File: src/design/hpbp_pkg.sv
// Shared types and constants for the HPACK header block parser.
package hpbp_pkg;

    localparam int IntBits = 28;
    localparam int ValueW  = 28;
    localparam int ShiftW  = $clog2(IntBits);
    localparam int SumW    = IntBits + 8;

    localparam logic [6:0] MaskIdx  = 7'h7F;
    localparam logic [6:0] MaskInc  = 7'h3F;
    localparam logic [6:0] MaskSize = 7'h1F;
    localparam logic [6:0] MaskLit  = 7'h0F;

    localparam logic [1:0] ErrZero     = 2'd0;
    localparam logic [1:0] ErrOverflow = 2'd1;
    localparam logic [1:0] ErrTrunc    = 2'd2;

    typedef enum logic [2:0] {
        PH_IDLE     = 3'd0,
        PH_HDR_INT  = 3'd1,
        PH_STR_HDR  = 3'd2,
        PH_STR_INT  = 3'd3,
        PH_STR_DATA = 3'd4,
        PH_DRAIN    = 3'd5
    } phase_t;

    typedef enum logic [2:0] {
        REPR_INDEXED = 3'd0,
        REPR_INCR    = 3'd1,
        REPR_WITHOUT = 3'd2,
        REPR_NEVER   = 3'd3,
        REPR_SIZE    = 3'd4
    } repr_t;

    typedef enum logic [2:0] {
        EV_INDEXED   = 3'd0,
        EV_LITERAL   = 3'd1,
        EV_STR_START = 3'd2,
        EV_STR_BYTE  = 3'd3,
        EV_SIZE      = 3'd4,
        EV_ERROR     = 3'd5
    } ev_t;

    typedef struct packed {
        phase_t               phase;
        logic [IntBits-1:0]   accum;
        logic [ShiftW-1:0]    shift;
        repr_t                repr;
        logic [IntBits-1:0]   bytes_left;
        logic                 name_pending;
        logic                 huff;
    } state_t;

    typedef struct packed {
        ev_t                  ev;
        logic [ValueW-1:0]    value;
        logic [1:0]           repr_kind;
        logic                 huff;
        logic                 is_name;
        logic [7:0]           data;
        logic                 last;
        logic                 done;
    } result_t;

endpackage

File: src/design/hpbp_step.sv
// Next-state and event logic for one header block octet.
module hpbp_step (
    input  hpbp_pkg::state_t  st_i,
    input  logic [7:0]        byte_i,
    input  logic              eob_i,
    output hpbp_pkg::state_t  st_o,
    output logic              fire_o,
    output hpbp_pkg::result_t res_o
);

    hpbp_pkg::state_t              nxt;
    hpbp_pkg::result_t             res;
    logic                          fire;
    logic                          raise;
    logic [1:0]                    code;
    logic                          do_hdr;
    logic                          do_len;
    logic [hpbp_pkg::IntBits-1:0]  int_val;
    logic [6:0]                    mask;
    logic [6:0]                    pre;
    hpbp_pkg::repr_t               repr;
    logic [hpbp_pkg::SumW-1:0]     sum;
    logic [hpbp_pkg::ShiftW:0]     shift_p7;
    logic                          int_ovf;
    logic                          int_more;
    logic                          was_name;
    logic [1:0]                    kind;
    logic                          last;
    logic [hpbp_pkg::IntBits-1:0]  left_dec;

    always_comb begin
        sum = hpbp_pkg::SumW'(st_i.accum)
            + (hpbp_pkg::SumW'(byte_i[6:0]) << st_i.shift);
        shift_p7 = {1'b0, st_i.shift} + (hpbp_pkg::ShiftW+1)'(7);
        int_ovf = ((hpbp_pkg::ShiftW+1)'({1'b0, st_i.shift}) >=
                   (hpbp_pkg::ShiftW+1)'(hpbp_pkg::IntBits))
               || (sum[hpbp_pkg::SumW-1:hpbp_pkg::IntBits] != '0)
               || (byte_i[7] && (shift_p7 >= (hpbp_pkg::ShiftW+1)'(hpbp_pkg::IntBits)));
        int_more = byte_i[7];

        if (byte_i[7]) begin
            repr = hpbp_pkg::REPR_INDEXED; mask = hpbp_pkg::MaskIdx;
        end else if (byte_i[7:6] == 2'b01) begin
            repr = hpbp_pkg::REPR_INCR;    mask = hpbp_pkg::MaskInc;
        end else if (byte_i[7:5] == 3'b001) begin
            repr = hpbp_pkg::REPR_SIZE;    mask = hpbp_pkg::MaskSize;
        end else if (byte_i[7:4] == 4'b0001) begin
            repr = hpbp_pkg::REPR_NEVER;   mask = hpbp_pkg::MaskLit;
        end else begin
            repr = hpbp_pkg::REPR_WITHOUT; mask = hpbp_pkg::MaskLit;
        end
        pre = byte_i[6:0] & mask;
    end

    always_comb begin
        nxt      = st_i;
        res      = '0;
        fire     = 1'b0;
        raise    = 1'b0;
        code     = hpbp_pkg::ErrZero;
        do_hdr   = 1'b0;
        do_len   = 1'b0;
        int_val  = '0;
        was_name = st_i.name_pending;
        last     = 1'b0;
        left_dec = st_i.bytes_left;

        unique case (st_i.phase)
            hpbp_pkg::PH_IDLE: begin
                nxt.repr = repr;
                if (pre != mask) begin
                    do_hdr  = 1'b1;
                    int_val = hpbp_pkg::IntBits'(pre);
                end else begin
                    nxt.accum = hpbp_pkg::IntBits'(mask);
                    nxt.shift = '0;
                    nxt.phase = hpbp_pkg::PH_HDR_INT;
                    if (eob_i) begin raise = 1'b1; code = hpbp_pkg::ErrTrunc; end
                end
            end
            hpbp_pkg::PH_HDR_INT, hpbp_pkg::PH_STR_INT: begin
                if (int_ovf) begin
                    raise = 1'b1;
                    code  = hpbp_pkg::ErrOverflow;
                end else if (int_more) begin
                    nxt.accum = sum[hpbp_pkg::IntBits-1:0];
                    nxt.shift = shift_p7[hpbp_pkg::ShiftW-1:0];
                    if (eob_i) begin raise = 1'b1; code = hpbp_pkg::ErrTrunc; end
                end else begin
                    int_val = sum[hpbp_pkg::IntBits-1:0];
                    if (st_i.phase == hpbp_pkg::PH_STR_INT) do_len = 1'b1;
                    else do_hdr = 1'b1;
                end
            end
            hpbp_pkg::PH_STR_HDR: begin
                nxt.huff = byte_i[7];
                if (byte_i[6:0] != 7'h7F) begin
                    do_len  = 1'b1;
                    int_val = hpbp_pkg::IntBits'(byte_i[6:0]);
                end else begin
                    nxt.accum = hpbp_pkg::IntBits'(7'h7F);
                    nxt.shift = '0;
                    nxt.phase = hpbp_pkg::PH_STR_INT;
                    if (eob_i) begin raise = 1'b1; code = hpbp_pkg::ErrTrunc; end
                end
            end
            hpbp_pkg::PH_STR_DATA: begin
                if (st_i.bytes_left != '0) left_dec = st_i.bytes_left - 1'b1;
                nxt.bytes_left = left_dec;
                last = (left_dec == '0);
                if (last) begin
                    if (st_i.name_pending) begin
                        nxt.name_pending = 1'b0;
                        nxt.phase        = hpbp_pkg::PH_STR_HDR;
                    end else begin
                        nxt.phase = hpbp_pkg::PH_IDLE;
                    end
                end
                if (eob_i && nxt.phase != hpbp_pkg::PH_IDLE) begin
                    raise = 1'b1; code = hpbp_pkg::ErrTrunc;
                end else begin
                    fire    = 1'b1;
                    res.ev  = hpbp_pkg::EV_STR_BYTE;
                    res.huff    = st_i.huff;
                    res.is_name = was_name;
                    res.data    = byte_i;
                    res.last    = last;
                    res.done    = eob_i;
                end
            end
            default: begin
                nxt.phase = eob_i ? hpbp_pkg::PH_IDLE : hpbp_pkg::PH_DRAIN;
            end
        endcase

        if (do_hdr) begin
            nxt.accum = '0;
            nxt.shift = '0;
            if (nxt.repr == hpbp_pkg::REPR_INDEXED) begin
                if (int_val == '0) begin
                    raise = 1'b1; code = hpbp_pkg::ErrZero;
                end else begin
                    nxt.phase = hpbp_pkg::PH_IDLE;
                    fire      = 1'b1;
                    res.ev    = hpbp_pkg::EV_INDEXED;
                    res.value = hpbp_pkg::ValueW'(int_val);
                    res.done  = eob_i;
                end
            end else if (nxt.repr == hpbp_pkg::REPR_SIZE) begin
                nxt.phase = hpbp_pkg::PH_IDLE;
                fire      = 1'b1;
                res.ev    = hpbp_pkg::EV_SIZE;
                res.value = hpbp_pkg::ValueW'(int_val);
                res.done  = eob_i;
            end else begin
                nxt.name_pending = (int_val == '0);
                nxt.phase        = hpbp_pkg::PH_STR_HDR;
                if (eob_i) begin
                    raise = 1'b1; code = hpbp_pkg::ErrTrunc;
                end else begin
                    fire      = 1'b1;
                    res.ev    = hpbp_pkg::EV_LITERAL;
                    res.value = hpbp_pkg::ValueW'(int_val);
                end
            end
        end

        if (do_len) begin
            nxt.accum      = '0;
            nxt.shift      = '0;
            nxt.bytes_left = int_val;
            if (int_val == '0) begin
                if (st_i.name_pending) begin
                    nxt.name_pending = 1'b0;
                    nxt.phase        = hpbp_pkg::PH_STR_HDR;
                end else begin
                    nxt.phase = hpbp_pkg::PH_IDLE;
                end
            end else begin
                nxt.phase = hpbp_pkg::PH_STR_DATA;
            end
            if (eob_i && nxt.phase != hpbp_pkg::PH_IDLE) begin
                raise = 1'b1; code = hpbp_pkg::ErrTrunc;
            end else begin
                fire        = 1'b1;
                res.ev      = hpbp_pkg::EV_STR_START;
                res.value   = hpbp_pkg::ValueW'(int_val);
                res.huff    = nxt.huff;
                res.is_name = was_name;
                res.last    = (int_val == '0);
                res.done    = eob_i;
            end
        end

        kind = (nxt.repr == hpbp_pkg::REPR_INCR || nxt.repr == hpbp_pkg::REPR_WITHOUT ||
                nxt.repr == hpbp_pkg::REPR_NEVER) ? 2'(nxt.repr - 3'd1) : 2'd0;
        if (res.ev == hpbp_pkg::EV_LITERAL || res.ev == hpbp_pkg::EV_STR_START ||
            res.ev == hpbp_pkg::EV_STR_BYTE) begin
            res.repr_kind = kind;
        end

        if (raise) begin
            nxt.phase        = eob_i ? hpbp_pkg::PH_IDLE : hpbp_pkg::PH_DRAIN;
            nxt.accum        = '0;
            nxt.shift        = '0;
            nxt.bytes_left   = '0;
            nxt.name_pending = 1'b0;
            fire             = 1'b1;
            res              = '0;
            res.ev           = hpbp_pkg::EV_ERROR;
            res.value        = hpbp_pkg::ValueW'(code);
            res.done         = eob_i;
        end
    end

    assign st_o   = nxt;
    assign fire_o = fire;
    assign res_o  = res;

endmodule

File: src/design/hpack_header_block_parser_unit.sv
// HPACK header block parser top level: parser state, result register, handshakes.
// Takes one octet of an HPACK header block per clock cycle and gives at most one
// event per octet, in the cycle after the octet's transfer, held in a result register;
// the next octet is taken in the same cycle as long as that register is empty or is
// being read. The rate is set by the combinational update of the parser state
// (prefix integer add and compare, representation decode). Huffman strings and
// table indices are passed through undecoded. No start-up pass after reset.
module hpack_header_block_parser_unit (
    input  logic                          aclk,
    input  logic                          aresetn,
    input  logic                          s_valid,
    output logic                          s_ready,
    input  logic [7:0]                    s_byte_in,
    input  logic                          s_end_of_block,
    output logic                          m_valid,
    input  logic                          m_ready,
    output logic [2:0]                    m_event_res,
    output logic [hpbp_pkg::ValueW-1:0]   m_value,
    output logic [1:0]                    m_repr_kind,
    output logic                          m_huffman_flag,
    output logic                          m_is_name,
    output logic [7:0]                    m_data_byte,
    output logic                          m_last_of_string,
    output logic                          m_block_done
);

    hpbp_pkg::state_t  st_reg;
    hpbp_pkg::state_t  st_next;
    hpbp_pkg::result_t res_reg;
    hpbp_pkg::result_t res_next;
    logic              m_valid_reg;
    logic              fire;
    logic              s_xfer;

    hpbp_step u_step (
        .st_i   (st_reg),
        .byte_i (s_byte_in),
        .eob_i  (s_end_of_block),
        .st_o   (st_next),
        .fire_o (fire),
        .res_o  (res_next)
    );

    assign s_ready = !m_valid_reg || m_ready;
    assign s_xfer  = s_valid && s_ready;

    always_ff @(posedge aclk) begin
        if (!aresetn) begin
            // all-zero state is phase idle
            st_reg       <= '0;
            m_valid_reg  <= 1'b0;
        end else begin
            if (s_xfer) begin
                st_reg <= st_next;
            end
            if (s_xfer && fire) begin
                m_valid_reg <= 1'b1;
            end else if (m_ready) begin
                m_valid_reg <= 1'b0;
            end
        end
    end

    always_ff @(posedge aclk) begin
        if (s_xfer && fire) begin
            res_reg <= res_next;
        end
    end

    assign m_valid          = m_valid_reg;
    assign m_event_res      = res_reg.ev;
    assign m_value          = res_reg.value;
    assign m_repr_kind      = res_reg.repr_kind;
    assign m_huffman_flag   = res_reg.huff;
    assign m_is_name        = res_reg.is_name;
    assign m_data_byte      = res_reg.data;
    assign m_last_of_string = res_reg.last;
    assign m_block_done     = res_reg.done;

    // block end always leaves the parser idle
    a_eob_idle: assert property (@(posedge aclk) disable iff (!aresetn)
        s_valid && s_ready && s_end_of_block |=> st_reg.phase == hpbp_pkg::PH_IDLE)
        else $error("parser not idle after block end");

    a_data_left: assert property (@(posedge aclk) disable iff (!aresetn)
        st_reg.phase == hpbp_pkg::PH_STR_DATA |-> st_reg.bytes_left != '0)
        else $error("string data phase with no bytes left");

    a_err_clean: assert property (@(posedge aclk) disable iff (!aresetn)
        m_valid && m_event_res == hpbp_pkg::EV_ERROR |->
            m_repr_kind == 2'd0 && !m_is_name && m_data_byte == 8'd0 && !m_last_of_string)
        else $error("error event carries string fields");

    a_last_str: assert property (@(posedge aclk) disable iff (!aresetn)
        m_valid && m_last_of_string |->
            m_event_res == hpbp_pkg::EV_STR_START || m_event_res == hpbp_pkg::EV_STR_BYTE)
        else $error("last_of_string on non-string event");

endmodule

File: config.mk
export PLATFORM = sky130hd
export DESIGN_NAME = hpack_header_block_parser_unit
export DESIGN_NICKNAME = d
export VERILOG_FILES = /design/src/design/hpbp_pkg.sv /design/src/design/hpbp_step.sv /design/src/design/hpack_header_block_parser_unit.sv
export SDC_FILE = /design/constraint.sdc
export NUM_CORES = 1
export LEC_CHECK = 0
export BUFFER_PORTS_ARGS = -buffer_cell sky130_fd_sc_hd__buf_2
export CAP_MARGIN = 20
export CORE_MARGIN = 3
export CORE_UTILIZATION = 30
export CTS_CLUSTER_DIAMETER = 30
export DETAILED_ROUTE_END_ITERATION = 8
export SYNTH_ARGS = -nofsm -noshare
export SYNTH_HDL_FRONTEND = slang
export SYNTH_HIERARCHICAL = 1
export SYNTH_SLANG_ARGS = --single-unit
export TNS_END_PERCENT = 30
File: constraint.sdc
create_clock -name aclk -period 21.7 [get_ports aclk]
set_input_delay 5.425 -clock aclk [delete_from_list [all_inputs] [get_ports aclk]]
set_output_delay 5.425 -clock aclk [all_outputs]
set_load 0.02 [all_outputs]
==> flow_summary.ini, run 1 <==
[power]
p_int_uw = 536
netSwitchingPower_uw = 317
combPwrFrac_pct = 33.7
cellPowerDensity_nw_per_um2 = 76.3
sw_frac_of_total_pct = 37.2
leakagePower_uw = 0.00435
seqPwrFrac_pct = 31.4
ir_drop_v = 0.0000490
clockPowerShare_pct = 34.9

[timing]
grt_setup_unrepaired = false
worst_pin_slew_ns = 0.967
fmax_ghz = 0.0890
setup-violations-final = 0
timing.setup.tns_ns = 0
finalMaxSlewViolations = 0
whs_ns = 0.465
slew_headroom_pct = 35.5
period_minus_slack_ns = 11.24
finalCritPeriodShare_pct = 51.8
hold_viol_final = 0
finClkSkew_ns = 0.0128

[synthesis]
ys_types = 92
synth.area.top_cells = dfxtp_1 14%, edfxtp_1 14%, nand2_1 10%
synthMuxAreaShare_pct = 10.2
ys_seq_area_share_pct = 27.5
synth-main-ff-cell = dfxtp_1
synth_edf_count = 45
synth_nets = 1358
synthAdderAreaFrac_pct = 4.70
synth_compound_area_share_pct = 17.7
ys_ff_latch = 115
syn-cell-area_sq_um = 10000
avgSynthCellArea_sq_um = 7.65
synth_top_area_share_pct = 14.0
synth_top_family_by_area = simple AND/OR/NAND/NOR gates
ys_warn_count = 6
syn-instance-count = 1308
synth-simple-area-share_pct = 30.6
async_flop_share_pct = 0
yosys.area.top_type = dfxtp_1
synth-xor-area-share_pct = 3.76

[floorplanning]
io_pins = 60
coreArea_sq_um = 32700
die_h_um = 189
dieArea_sq_um = 35600
die_w_um = 189
initial_core_util_pct = 30.6
rows = 66

[clock_network]
cts_hold_buf = 0
cts_tree = done
cts_setup_buffers = 0
cts_sinks = 115
cts_buffers = 17
cts_resized = 0
cts-root-buf = clkbuf_16
cts_max_path_buffers = 2
cts.htree.levels = 4
insertion_delay_ns = 0.42
clk_pin_slew_ns = 0.05

[detailed_routing]
dr_wl_met3_um = 2080
drc = 0
dr.pass1.iters = 6
routedWlPerCell_um = 17.3
drt_wl_total_um = 30600
num_vias = 9674
met1Wirelength_um = 13700
antenna_left = 0
viasPerCell = 5.47
met2WireLength_um = 14300
top_layer = met4
drtIter0Drc = 941

[critical_path]
cp.arrival_ns = 5.81
cp_max_fo = 4
startpoint_type = primary input
cp.required_ns = 16.27
crit_type = in2out
r2r.worst_path.cells = 18
endpoint_kind = output port

[grt]
overflow = 0
grt_max_degree = 74
grt_pass1_wl_um = 49300
grt_pass1_vias = 8924
grtUsageTotal_pct = 17.0
antenna_found_initial = 0

[status]
outcome = finished, final reports clean

[place]
gp_congestion = 0.962
port_buffers = 59
dp_hpwl_um = 22600

[cells_and_area]
antennaDiodeCount = 0
drive_gt1_share_pct = 12.8
largest_reg_flops = 69
syn_to_final_growth_pct = 11.7
final_common_cell = nand2_1
nets = 1363
mostFrequentLayoutCells = 270 x nand2_1, 129 x nor2_1, 79 x mux2i_1

[hold_path]
whs_path_depth = 2
min_path_type = reg2reg

[job]
max_cap_viol_count = 0
==> logic make-up after synthesis <==
family	count (synthesis)
adder cells (fa/ha/maj)	37
multiplexers	98
flip-flops	115
buffers and inverters	113
XOR/XNOR	43
AND/OR/NAND/NOR	639
AO/OA/AOI/OAI	263
==> synthesized netlist by cell type (all sizes together) (11+ instances only) <==
cell,count
nand2b,18
nor2b,16
nor4,19
and2,29
clkbuf,41
nand3,28
xnor2,28
mux2,16
mux2i,81
buf,44
or3,14
a211oi,11
inv,28
o21ai,59
edfxtp,45
nor3,28
nor2,140
a21oi,66
dfxtp,70
ha,36
nand4,16
a22oi,30
and3,17
xor2,15
nand2,271
a21o,13
==> power by group through the flow <==
stage / registers (uW) / clock network (uW) / logic, uW
finish: 267 / 298 / 288
global route: 271 / 312 / 311
CTS: 268 / 304 / 286
detailed placement: 272 / 0 / 284
global placement: 272 / 0 / 280
floorplan: 295 / 0 / 191
==> through the flow <==
| step | util (%) | setup slack, ns | instances | instance area (sq um) | total power [uW] |
|---|---|---|---|---|---|
| final | 34.2 | 10.46 | 1768 | 11200 | 853 |
| after global routing | 34.2 | 10.36 | 1768 | 11200 | 894 |
| after CTS | 34.2 | 10.46 | 1768 | 11200 | 857 |
| after detailed placement | 32.3 | 10.42 | 1736 | 10600 | 556 |
| after global placement | 32.1 | 10.46 | 1734 | 10500 | 552 |
| after floorplan | - | 9.92 | 1308 | 10000 | 486 |
==> final timing paths <==
check                                from                 endpoint  slack, ns
setup / recovery                  m_ready                  s_ready      10.46
hold / removal    st_reg[30]$_SDFFE_PN0P_  st_reg[30]$_SDFFE_PN0P_       0.46
setup reg to reg  st_reg[34]$_SDFFE_PN0P_    m_value[17]$_DFFE_PP_      14.84
hold reg to reg   st_reg[30]$_SDFFE_PN0P_  st_reg[30]$_SDFFE_PN0P_       0.46
==> cell type report <==
cell class | instances | area, sq um
tap | 442 | 553
timing repair buffer | 71 | 428
sequential | 115 | 2750
multi-input combinational | 1080 | 6720
clock inverter | 12 | 155
inverter | 28 | 105
clock buffer | 20 | 467
fill | 3486 | 21500
==> metal layers <==
metal | GRT usage [%] | up-vias
met5 | 0 | -
met4 | 4.27 | 0
met3 | 3.33 | 52
met2 | 28.2 | 318
met1 | 22.8 | 4645
li1 | - | 4659
==> worst max-delay path, stage by stage <==
cell,delay (ns)
buf_2,0.09
nand2b_4,0.14
buf_2,0.15
Note: power is estimated with default switching activity, not from simulation.
==> inputs of run 2 (changes only) <==
Settings changed: ABC_AREA set to 1.
Clock period 21.7 ns to 11.7 ns, I/O delays scaled along.
==> run 2 against run 1 <==
Combinational power grew to 3.2 times the previous value; die area is 14% higher; final cell count grew 38%; total power grew 140%; core utilization decreased by 0.78 points; sequential cell count unchanged; routed wire length is 30% higher; clock skew up 0.0040 ns.
==> flow_summary.ini, run 2 <==
[status]
outcome = finished, final reports clean

[floorplanning]
initial_core_util_pct = 30.4
coreArea_sq_um = 37800
die_w_um = 202
io_pins = 60
die_h_um = 202
dieArea_sq_um = 40700
rows = 71

[clock_network]
cts_max_path_buffers = 2
cts_setup_buffers = 0
cts_tree = done
insertion_delay_ns = 0.43
cts_hold_buf = 0
cts-root-buf = clkbuf_16
clk_pin_slew_ns = 0.05
cts_buffers = 17
cts_resized = 0
cts_sinks = 115
cts.htree.levels = 4

[synthesis]
ys_ff_latch = 115
ys_types = 55
yosys.area.top_type = nand2_1
synth.area.top_cells = nand2_1 14%, dfxtp_1 12%, edfxtp_1 12%
syn-cell-area_sq_um = 11500
async_flop_share_pct = 0
synth_top_area_share_pct = 14.3
synth-main-ff-cell = dfxtp_1
avgSynthCellArea_sq_um = 5.99
synth_nets = 1969
synth_edf_count = 45
syn-instance-count = 1919
ys_warn_count = 6
ys_seq_area_share_pct = 23.9
synth_most_common_cell = nand2_1
synth_common_cells = 437 x nand2_1, 341 x nor2_1, 230 x inv_1

[power]
ir_drop_v = 0.0000912
cellPowerDensity_nw_per_um2 = 160
leakagePower_uw = 0.00591

[timing]
finClkSkew_ns = 0.0168
worst_pin_slew_ns = 0.909
whs_ns = 0.485
finalCritPeriodShare_pct = 74.1
period_minus_slack_ns = 8.67
setup-violations-final = 0
fmax_ghz = 0.115
finalMaxSlewViolations = 0
slew_headroom_pct = 39.4
hold_viol_final = 0
timing.setup.tns_ns = 0
grt_setup_unrepaired = false
worst_slack_ns = 3.03

[cells_and_area]
antennaDiodeCount = 0
layoutNonFillerInstCount = 2440
num-fill-cells = 4219
final_common_cell = nand2_1
largest_reg_flops = 69
mostFrequentLayoutCells = 437 x nand2_1, 340 x nor2_1, 230 x inv_1
area.sequential_sq_um = 2750
syn_to_final_growth_pct = 9.69
drive_gt1_share_pct = 10.1
nets = 1966
multi_input_area_sq_um = 7350
design_area_sq_um = 12600

[job]
max_cap_viol_count = 0

[grt]
grt_pass1_vias = 11400
grt_max_degree = 90
antenna_found_initial = 0
grt_pass1_wl_um = 63200
overflow = 0
grtUsageTotal_pct = 19.2

[detailed_routing]
drc = 0
routedWlPerCell_um = 16.3
antenna_left = 0
drt_wl_total_um = 39700
viasPerCell = 5.10
drtIter0Drc = 1268
dr.pass1.iters = 6
num_vias = 12400

[critical_path]
startpoint_type = primary input
crit_start = s_byte_in[6]
r2r.worst_path.cells = 30
cp.required_ns = 11.76
slowest_delay_ns = 0.49
cp.arrival_ns = 8.73
crit_type = in2reg
rrSetupSlack_ns = 4.84
cp_max_fo = 57
endpoint_kind = register
crit_path_end = m_data_byte[7]$_DFFE_PP_
slowest_stage = buf_4
crit_top_cell = nand2_1
worst_r2r_endpoint = m_data_byte[7]$_DFFE_PP_
reg2reg_from = st_reg[35]$_SDFFE_PN0P_

[place]
dp_cells = 2408
port_buffers = 59
placed_cell_area_sq_um = 12000
place_ws_ns = 2.66
gp_congestion = 0.980
dp_hpwl_um = 30000

[hold_path]
min_path_type = reg2reg
whs_path_depth = 2
-- run 2: cell count changes in the layout (fill, tap and decap cells not counted), moves of 27 or more --
cell	change
a22oi_1	-29
nand2_1	+167
nor2_1	+211
mux2i_1	-79
nand3_1	+111
and2_1	-27
inv_1	+202
a21oi_1	+101
o21ai_0	+65
-- run 2: power by group --
group          switching [uW]  total, uW  internal [uW]
Combinational             656        927            271
Clock                     213        541            328
Sequential               59.2        553            494
-- run 2: critical path: cells and delay by family --
kind / cells / cell delay (ns)
adder cells (fa/ha/maj): 1 / 0.31
AND/OR/NAND/NOR: 17 / 3.02
buffers and inverters: 9 / 1.62
AO/OA/AOI/OAI: 6 / 0.84
-- run 2: area by class of cell --
class / count / share of cell area, %
clock buffer: 18 / 3.57
clock inverter: 14 / 1.18
inverter: 240 / 7.14
multi-input combinational: 1474 / 58.3
sequential: 115 / 21.8
tap: 511 / 5.07
timing repair buffer: 68 / 2.90
-- run 2: kinds of logic after synthesis --
group                      share of synthesized area, %
buffers and inverters                              12.3
DFF                                                23.9
AOI/OAI and AO/OA                                  16.4
xor gates and xnor gates                           3.35
and+or+nand+nor                                    39.9
adders and majority gates                          4.09
-- run 2: worst min-delay path by stage --
stage | startpoint | end | slack (ns)
finish | st_reg[31]$_SDFFE_PN0P_ | st_reg[31]$_SDFFE_PN0P_ | 0.49
global route | st_reg[30]$_SDFFE_PN0P_ | st_reg[30]$_SDFFE_PN0P_ | 0.53
CTS | st_reg[31]$_SDFFE_PN0P_ | st_reg[31]$_SDFFE_PN0P_ | 0.49
detailed placement | st_reg[31]$_SDFFE_PN0P_ | st_reg[31]$_SDFFE_PN0P_ | 0.48
global placement | st_reg[31]$_SDFFE_PN0P_ | st_reg[31]$_SDFFE_PN0P_ | 0.46
floorplan | st_reg[31]$_SDFFE_PN0P_ | st_reg[31]$_SDFFE_PN0P_ | 0.45
-- run 2: per-stage QoR --
step	util (%)	total power, uW
CTS	33.4	2020
global placement	31.8	1470
detailed placement	31.8	1470
global route	33.4	2170
finish	33.4	2020
floorplan	-	1240
-- run 2: per-layer routing --
metal | vias to the layer above | global-route usage (%) | wire length [um]
met4 | 0 | 5.03 | 773
met5 | - | 0 | 0
li1 | 6188 | - | -
met1 | 5782 | 26.5 | 17900
met3 | 52 | 2.46 | 2550
met2 | 423 | 31.9 | 18500
